File: config.mk
export PLATFORM = sky130hd
export DESIGN_NAME = aesd_ctrl
export DESIGN_NICKNAME = d
export VERILOG_FILES = /design/src/rtl/aesd_pkg.sv /design/src/rtl/aesd_ctrl.sv
export SDC_FILE = /design/constraint.sdc
export NUM_CORES = 1
export LEC_CHECK = 0
export BUFFER_PORTS_ARGS = -buffer_cell sky130_fd_sc_hd__buf_2
export CELL_PAD_IN_SITES_DETAIL_PLACEMENT = 1
export CELL_PAD_IN_SITES_GLOBAL_PLACEMENT = 1
export CORE_MARGIN = 5
export CORE_UTILIZATION = 37
export DETAILED_ROUTE_END_ITERATION = 16
export PLACE_DENSITY_LB_ADDON = 0.1
export SLEW_MARGIN = 15
export SYNTH_ARGS = -nofsm -noshare
export SYNTH_HDL_FRONTEND = slang
export SYNTH_SLANG_ARGS = --single-unit
File: constraint.sdc
create_clock -name i_clk -period 2.3 [get_ports i_clk]
set_input_delay 0 -clock i_clk [delete_from_list [all_inputs] [get_ports i_clk]]
set_output_delay 0 -clock i_clk [all_outputs]
set_load 0.02 [all_outputs]
File: src/rtl/aesd_pkg.sv
// shared types, substitution tables and field arithmetic for the aes-128 decrypt block
// no dependencies
`default_nettype none

package aesd_pkg;

    localparam int RoundKeys = 11;

    // configuration register indexes
    localparam logic REG_KEY_HIGH = 1'b0;
    localparam logic REG_KEY_LOW  = 1'b1;

    // command word from the controller to the datapath
    typedef struct packed {
        logic       load;       // latch ciphertext
        logic       exp_init;   // write round key 0 from the key registers
        logic       exp_step;   // derive round key key_idx from the previous one
        logic       rnd_add;    // initial key addition
        logic       rnd_mid;    // full inverse round
        logic       rnd_last;   // last inverse round, result out
        logic [3:0] key_idx;
    } t_cmd;

    localparam logic [2047:0] FWD_BOX = {
        128'h637c777bf26b6fc53001672bfed7ab76,
        128'hca82c97dfa5947f0add4a2af9ca472c0,
        128'hb7fd9326363ff7cc34a5e5f171d83115,
        128'h04c723c31896059a071280e2eb27b275,
        128'h09832c1a1b6e5aa0523bd6b329e32f84,
        128'h53d100ed20fcb15b6acbbe394a4c58cf,
        128'hd0efaafb434d338545f9027f503c9fa8,
        128'h51a3408f929d38f5bcb6da2110fff3d2,
        128'hcd0c13ec5f974417c4a77e3d645d1973,
        128'h60814fdc222a908846eeb814de5e0bdb,
        128'he0323a0a4906245cc2d3ac629195e479,
        128'he7c8376d8dd54ea96c56f4ea657aae08,
        128'hba78252e1ca6b4c6e8dd741f4bbd8b8a,
        128'h703eb5664803f60e613557b986c11d9e,
        128'he1f8981169d98e949b1e87e9ce5528df,
        128'h8ca1890dbfe6426841992d0fb054bb16
    };

    localparam logic [2047:0] INV_BOX = {
        128'h52096ad53036a538bf40a39e81f3d7fb,
        128'h7ce339829b2fff87348e4344c4dee9cb,
        128'h547b9432a6c2233dee4c950b42fac34e,
        128'h082ea16628d924b2765ba2496d8bd125,
        128'h72f8f66486689816d4a45ccc5d65b692,
        128'h6c704850fdedb9da5e154657a78d9d84,
        128'h90d8ab008cbcd30af7e45805b8b34506,
        128'hd02c1e8fca3f0f02c1afbd0301138a6b,
        128'h3a9111414f67dcea97f2cfcef0b4e673,
        128'h96ac7422e7ad3585e2f937e81c75df6e,
        128'h47f11a711d29c5896fb7620eaa18be1b,
        128'hfc563e4bc6d279209adbc0fe78cd5af4,
        128'h1fdda8338807c731b11210592780ec5f,
        128'h60517fa919b54a0d2de57a9f93c99cef,
        128'ha0e03b4dae2af5b0c8ebbb3c83539961,
        128'h172b047eba77d626e169146355210c7d
    };

    function automatic logic [7:0] fwd_sub(input logic [7:0] x);
        return FWD_BOX[{~x, 3'b111} -: 8];
    endfunction

    function automatic logic [7:0] inv_sub(input logic [7:0] x);
        return INV_BOX[{~x, 3'b111} -: 8];
    endfunction

    function automatic logic [7:0] gf_double(input logic [7:0] x);
        return {x[6:0], 1'b0} ^ (x[7] ? 8'h1b : 8'h00);
    endfunction

    function automatic logic [7:0] gf_mul(input logic [7:0] x, input logic [3:0] y);
        logic [7:0] acc;
        logic [7:0] v;
        acc = 8'h00;
        v   = x;
        for (int b = 0; b < 4; b++) begin
            if (y[b]) acc = acc ^ v;
            v = gf_double(v);
        end
        return acc;
    endfunction

    // byte k of the block sits at bits 127-8k downto 120-8k
    function automatic logic [127:0] inv_shift_sub(input logic [127:0] s);
        logic [127:0] t;
        t = '0;
        for (int c = 0; c < 4; c++) begin
            for (int r = 0; r < 4; r++) begin
                t[127 - 8 * (c * 4 + r) -: 8] =
                    inv_sub(s[127 - 8 * (((c - r) & 3) * 4 + r) -: 8]);
            end
        end
        return t;
    endfunction

    function automatic logic [127:0] inv_mix(input logic [127:0] s);
        logic [127:0] t;
        logic [7:0]   a0, a1, a2, a3;
        t = '0;
        for (int c = 0; c < 4; c++) begin
            a0 = s[127 - 32 * c -: 8];
            a1 = s[119 - 32 * c -: 8];
            a2 = s[111 - 32 * c -: 8];
            a3 = s[103 - 32 * c -: 8];
            t[127 - 32 * c -: 8] = gf_mul(a0, 4'hE) ^ gf_mul(a1, 4'hB)
                                 ^ gf_mul(a2, 4'hD) ^ gf_mul(a3, 4'h9);
            t[119 - 32 * c -: 8] = gf_mul(a0, 4'h9) ^ gf_mul(a1, 4'hE)
                                 ^ gf_mul(a2, 4'hB) ^ gf_mul(a3, 4'hD);
            t[111 - 32 * c -: 8] = gf_mul(a0, 4'hD) ^ gf_mul(a1, 4'h9)
                                 ^ gf_mul(a2, 4'hE) ^ gf_mul(a3, 4'hB);
            t[103 - 32 * c -: 8] = gf_mul(a0, 4'hB) ^ gf_mul(a1, 4'hD)
                                 ^ gf_mul(a2, 4'h9) ^ gf_mul(a3, 4'hE);
        end
        return t;
    endfunction

    // one step of the key schedule
    function automatic logic [127:0] next_round_key(input logic [127:0] k,
                                                    input logic [7:0] rc);
        logic [31:0] w0, w1, w2, w3, t;
        w0 = k[127:96];
        w1 = k[95:64];
        w2 = k[63:32];
        w3 = k[31:0];
        t  = {fwd_sub(w3[23:16]) ^ rc, fwd_sub(w3[15:8]), fwd_sub(w3[7:0]),
              fwd_sub(w3[31:24])};
        w0 = w0 ^ t;
        w1 = w1 ^ w0;
        w2 = w2 ^ w1;
        w3 = w3 ^ w2;
        return {w0, w1, w2, w3};
    endfunction

endpackage

`default_nettype wire

File: src/rtl/aesd_ctrl.sv
// sequencer for key expansion and the inverse rounds
// depends on aesd_pkg
`default_nettype none

module aesd_ctrl (
    input  wire logic         i_clk,
    input  wire logic         i_rst_n,
    input  wire logic         start,
    input  wire logic         i_cfg_we,
    output logic              busy,
    output aesd_pkg::t_cmd    o_cmd
);
    import aesd_pkg::*;

    localparam logic [1:0] S_IDLE   = 2'd0;
    localparam logic [1:0] S_EXPAND = 2'd1;
    localparam logic [1:0] S_ROUND  = 2'd2;
    localparam logic [3:0] LastKey  = 4'(RoundKeys - 1);

    logic [1:0] r_state, n_state;
    logic [3:0] r_cnt, n_cnt;
    logic       r_keys_ready, n_keys_ready;
    t_cmd       cmd;

    always_comb begin
        n_state      = r_state;
        n_cnt        = r_cnt;
        n_keys_ready = r_keys_ready;
        cmd          = '0;
        cmd.key_idx  = r_cnt;
        unique case (r_state)
            S_IDLE: begin
                if (i_cfg_we) n_keys_ready = 1'b0;
                if (start) begin
                    cmd.load = 1'b1;
                    if (!r_keys_ready) begin
                        cmd.exp_init = 1'b1;
                        cmd.key_idx  = 4'd0;
                        n_state      = S_EXPAND;
                        n_cnt        = 4'd1;
                    end else begin
                        n_state = S_ROUND;
                        n_cnt   = LastKey;
                    end
                end
            end
            S_EXPAND: begin
                cmd.exp_step = 1'b1;
                if (r_cnt == LastKey) begin
                    n_keys_ready = 1'b1;
                    n_state      = S_ROUND;
                end else begin
                    n_cnt = r_cnt + 4'd1;
                end
            end
            S_ROUND: begin
                if (r_cnt == LastKey) cmd.rnd_add = 1'b1;
                else if (r_cnt == 4'd0) cmd.rnd_last = 1'b1;
                else cmd.rnd_mid = 1'b1;
                if (r_cnt == 4'd0) n_state = S_IDLE;
                else n_cnt = r_cnt - 4'd1;
            end
            default: n_state = S_IDLE;
        endcase
    end

    always_ff @(posedge i_clk) begin
        if (!i_rst_n) begin
            r_state      <= S_IDLE;
            r_cnt        <= 4'd0;
            r_keys_ready <= 1'b0;
        end else begin
            r_state      <= n_state;
            r_cnt        <= n_cnt;
            r_keys_ready <= n_keys_ready;
        end
    end

    assign busy  = (r_state != S_IDLE);
    assign o_cmd = cmd;

`ifndef ASSERT_OFF
    a_last_to_idle: assert property (@(posedge i_clk) disable iff (!i_rst_n)
        cmd.rnd_last |=> r_state == S_IDLE)
        else $error("last round not followed by idle");
    a_cnt_range: assert property (@(posedge i_clk) disable iff (!i_rst_n)
        r_state != S_IDLE |-> r_cnt <= LastKey)
        else $error("round counter out of range");
    a_expand_stale: assert property (@(posedge i_clk) disable iff (!i_rst_n)
        r_state == S_EXPAND |-> !r_keys_ready)
        else $error("expansion with keys marked ready");
`endif

endmodule

`default_nettype wire

[Word-level counts from Yosys, hierarchy flattened]
Index checks and enable logic that the tools add are counted.
Storage, ports and cells
  bits of input ports: 4
  output and inout port bits: 11
  register bits: 7
  logic and storage cells: 47
Cells by class
  $add $sub $neg: 2
  equal/unequal tests: 9
  reductions and logical operators: 8
  mux-type cells: 25
Operators by type and width (number)
  $mux W4: 7
  $mux W2: 7
  $ne A2 B2 Y1 const B: 6
  $pmux W4 S3: 1
  $mux W1: 7
  $pmux W2 S3: 1
  $reduce_and A3 Y1: 2
  $add A4 B1 Y4 const B: 1
  $eq A4 B4 Y1 const B: 1
  $logic_not A4 Y1: 1
  $reduce_and A4 Y1: 1
  $reduce_bool A2 Y1: 2
  $sub A4 B1 Y4 const B: 1
  $mux W3: 1
  $reduce_bool A3 Y1: 1
  $eq A2 B1 Y1 const B: 1
  $eq A2 B2 Y1 const B: 1
  $logic_not A2 Y1: 1
  $pmux W1 S2: 1

[Longest topological paths before layout]
  depth in word-level cells: 4
  mapped depth: 8
  mapped depth without buffers: 8

[Least setup slack after synthesis]
Ideal clock, no wire load.
  path type: register to register
  start point: reg r_state[0]
  end point: reg r_cnt[2]
  arrival time: 1.790 ns
  library setup time: 0.070 ns
  cell stages (with the launch flop): 7
  required time: 2.230 ns
  path buffers: 0
  period minus slack after synthesis: 1.860 ns
  setup slack: 0.440 ns
  cell sequence: dfxtp_1 -> inv_1 -> ha_1 -> nor3b_2 -> a211o_4 -> or4_1 -> a21boi_1
On the way
  word-level cells in the longest chain between the ends: 3
  elaborated cells between the ends (all ways): 9
  classes of those cells: eq/ne: 5; mux: 1; reduce/logical: 3
Ends and longest elaborated chain
  start: declaration: line aesd_ctrl.sv:20  | logic [1:0] r_state, n_state;
  start signal: assignment: line aesd_ctrl.sv:73  | r_state <= n_state;
  $eq A2 B2 Y1, or another cell as far along: line aesd_ctrl.sv:31  | unique case (r_state)
  $ne A2 B2 Y1 (no line) or $reduce_bool A3 Y1 (tied branches)
  $reduce_and A4 Y1 (no line)
  end signal: assignment: line aesd_ctrl.sv:74  | r_cnt <= n_cnt;
  end: declaration: line aesd_ctrl.sv:21  | logic [3:0] r_cnt, n_cnt;
Parallel ways exist; a longest one is shown, timed or not.
A chain may end at the register's enable or synchronous reset.

[Worst setup path after layout]
  start point: reg r_state[0]
  end point: reg r_cnt[0]
The elaborated chain is that of the path after synthesis.

==> impl_metrics.csv <==
group,metric,value,unit
setup_path,regToRegSetupSlack,260,ps
final_layout,area_delta_synth_final,14.7,%
final_layout,drive_gt1_frac,0.242,
synthesis,syn_inst,76,
synthesis,synthAdderAreaFrac,0.137,
detailed_routing,vias,588,
sta,post-route-period-util,0.887,
status,status,"completed",
cts,numCtsBuffers,3,
pwr,p_leak,0.000369,uW
floorplanning,initial_utilization,0.379,
pwr,finalPower,971,uW
detailed_routing,wire_per_inst,14.5,um
synthesis,syn_nets,87,
sta,tightest_slew,450,ps
setup_path,cp_max_fo,8,
grt,first_global_vias,580,
detailed_routing,drt-total-wl,1570,um
setup_path,r2r-end,"r_cnt[0]",
pwr,p_per_area,1320,nW/um^2
min_path,worstHoldStart,"i_rst_n",
synthesis,yosysSeqAreaShare,0.219,
cts,clk_latency,260,ps
floorplanning,core,1690,um^2
sta,finalHoldViolCount,0,
detailed_routing,wl_met1,834,um
sta,rsz0062_at_grt,"no",
setup_path,worstSetupPathType,"flip-flop to flip-flop",
cts,clkTransAtPathRegs,60,ps
synthesis,syn_avg_cell_area,8.41,um^2
detailed_routing,routed-wl-met3,72,um
pwr,clkPwrFrac,0.122,
final_layout,antenna_cells,0,
min_path,hold_class,"input port to flip-flop",
sta,finClkSkew,8.20,ps
setup_path,rr_startpoint,"r_state[0]",
floorplanning,ios,15,
place,placedCellCount,104,
place,gp_congestion,0.758,
cts,cts_tree,"yes",
sta,finalCriticalPeriod,2040,ps
synthesis,synth_mux_area_frac,0,
setup_path,cp-end-kind,"flip-flop",
cts,post_cts_resized,0,
setup_path,required,2480,ps
grt,grt_use_total,0.134,
setup_path,critPathCapture,"r_cnt[0]",
grt,grt_pass1_wl,2700,um
setup_path,ff2ff_path_depth,6,
detailed_routing,viasPerCell,5.44,
grt,antenna_found_initial,0,
synthesis,synth_top_family_by_area,"compound AO/OA/AOI/OAI gates",
final_layout,final_common_cell,"buf_2",
place,port-buffer-count,14,
synthesis,synth_compound_area_frac,0.256,
setup_path,cpLargestDelayFamily,"simple AND/OR/NAND/NOR gates",
cts,hold_buffers,0,
pwr,p_comb_frac,0.645,
pwr,seqPwrFrac,0.233,
synthesis,ys_warn_count,0,
final_layout,num-fill-cells,224,
final_layout,instances_no_fill,108,
setup_path,worstSetupStartpoint,"r_state[0]",
cts,clock-root-buffer,"clkbuf_4",
cts,clockBufferDepth,2,
setup_path,path_depth,6,
cts,cts_max_level,1,
detailed_routing,drc,0,
grt,grt_start_max_net_pins,13,
final_layout,final_cell_area,733,um^2
pwr,switching_share,0.498,
setup_path,arrival,2220,ps
synthesis,synthSimpleGateAreaFrac,0.241,
synthesis,synthesis.area,639,um^2
sta,finalSetupTns,0,ps
floorplanning,die_w,51.6,um
grt,grt-ovfl-total,0,
sta,whs,50.5,ps
cts,post_cts_buffers,0,
detailed_routing,detailedRoute.firstPassIterationCount,3,
job,cap_violations,0,
final_layout,final_cell_mix,"buf_2 (14), inv_1 (7), ha_1 (7), dfxtp_1 (7), and2_1 (6)",
place,dp_hpwl,1230,um
cts,cts_sinks,7,
setup_path,path_buf_inv,1,
sta,maxSlewHeadroom,0.699,
setup_path,start_kind,"flip-flop",
setup_path,max_stage_delay,510,ps
place,placed_cell_area,707,um^2
pwr,peakVddDrop,495,uV
synthesis,synth_cell_types,34,
detailed_routing,ant_nets,0,
sta,finalSetupViolCount,0,
pwr,internal_power,488,uW
synthesis,synth_xor_area_frac,0.0685,
detailed_routing,drtIter0Drc,7,
synthesis,ys_ff_latch,7,
detailed_routing,top_layer,"met4",
floorplanning,num_rows,15,
detailed_routing,wl_met2,649,um
setup_path,crit_slowest_cell,"or4_1",
floorplanning,die_area,2660,um^2
pwr,power.switching,483,uW
floorplanning,die_y,51.6,um
final_layout,nets,103,
sta,timing.fmax,490,MHz
sta,report.final.slew_viol_count,0,
setup_path,crit_chain,"inv_1 -> ha_1 -> nor3b_2 -> a211o_4 -> or4_1 -> a21boi_1",
-- cell usage after synthesis --
cell type / n / area share
buf_6: 1 / 0.018
a2111o_1: 1 / 0.018
a31oi_1: 1 / 0.0098
o21ai_1: 1 / 0.0078
buf_2: 1 / 0.0078
nor3_1: 2 / 0.016
a21boi_1: 2 / 0.023
ha_1: 7 / 0.14
xor2_1: 2 / 0.027
a21bo_2: 1 / 0.016
a211o_4: 1 / 0.027
buf_4: 1 / 0.012
dfxtp_1: 7 / 0.22
xnor2_1: 3 / 0.041
and4_1: 2 / 0.027
a31o_2: 1 / 0.014
o22ai_1: 1 / 0.0098
nor2_1: 4 / 0.023
a21o_1: 1 / 0.012
o221a_1: 1 / 0.018
a21oi_1: 4 / 0.031
and2_1: 6 / 0.059
o2111ai_1: 1 / 0.014
inv_1: 7 / 0.041
nor3b_2: 1 / 0.020
or4_1: 2 / 0.023
o21ai_0: 2 / 0.016
a221oi_1: 1 / 0.014
o211a_1: 1 / 0.016
a21boi_0: 1 / 0.012
nor2b_1: 2 / 0.020
and3b_1: 1 / 0.014
or2_2: 1 / 0.0098
nand2_1: 5 / 0.029
-- worst min-delay path by stage --
| stage | to | slack (ps) | cells past startpoint |
|---|---|---|---|
| after floorplan | r_cnt[1] | 130 | 1 |
| after global placement | r_cnt[1] | 320 | 2 |
| after detailed placement | r_cnt[1] | 320 | 2 |
| after CTS | r_cnt[1] | 50 | 2 |
| after global routing | r_cnt[1] | 50 | 2 |
| final | r_cnt[1] | 50 | 2 |
-- power groups by stage --
| stage | sequential [uW] | combinational [uW] | clock (uW) |
|---|---|---|---|
| 6_report | 226 | 627 | 118 |
| 2_1_floorplan | 191 | 518 | 0 |
| 3_3_place_gp | 228 | 626 | 0 |
| 3_5_place_dp | 228 | 625 | 0 |
| 5_1_grt | 237 | 703 | 133 |
| 4_1_cts | 227 | 632 | 120 |
-- state kept, by name (all words and copies together), names as in the netlist --
signal and count:
r_keys_ready 1, r_cnt 4, r_state 2
-- area by class of cell --
cell class | instances | area [um^2] | area share
Sequential cell | 7 | 140 | 0.191
Clock buffer | 4 | 26.3 | 0.0358
Multi-Input combinational cell | 59 | 449 | 0.613
Timing Repair Buffer | 14 | 70.1 | 0.0956
Inverter | 7 | 26.3 | 0.0358
Tap cell | 17 | 21.3 | 0.0290
-- routing by layer --
metal,vias up,global-route usage
met5,-,0
met4,0,0.0262
met3,2,0.0344
met2,14,0.203
met1,274,0.191
li1,298,-
-- through the flow --
| stage | worst slack [ps] | util |
|---|---|---|
| after CTS | 241 | 0.434 |
| final | 260 | 0.434 |
| after floorplan | 440 | - |
| after global placement | 291 | 0.419 |
| after detailed placement | 276 | 0.419 |
| after global routing | 128 | 0.434 |
-- logic make-up after synthesis --
logic type               after synthesis
AO/OA/AOI/OAI                         21
XOR/XNOR                               5
adder cells (fa/ha/maj)                7
buffers and inverters                 10
flip-flops                             7
AND/OR/NAND/NOR                       26
Note: power is estimated with default switching activity, not from simulation.
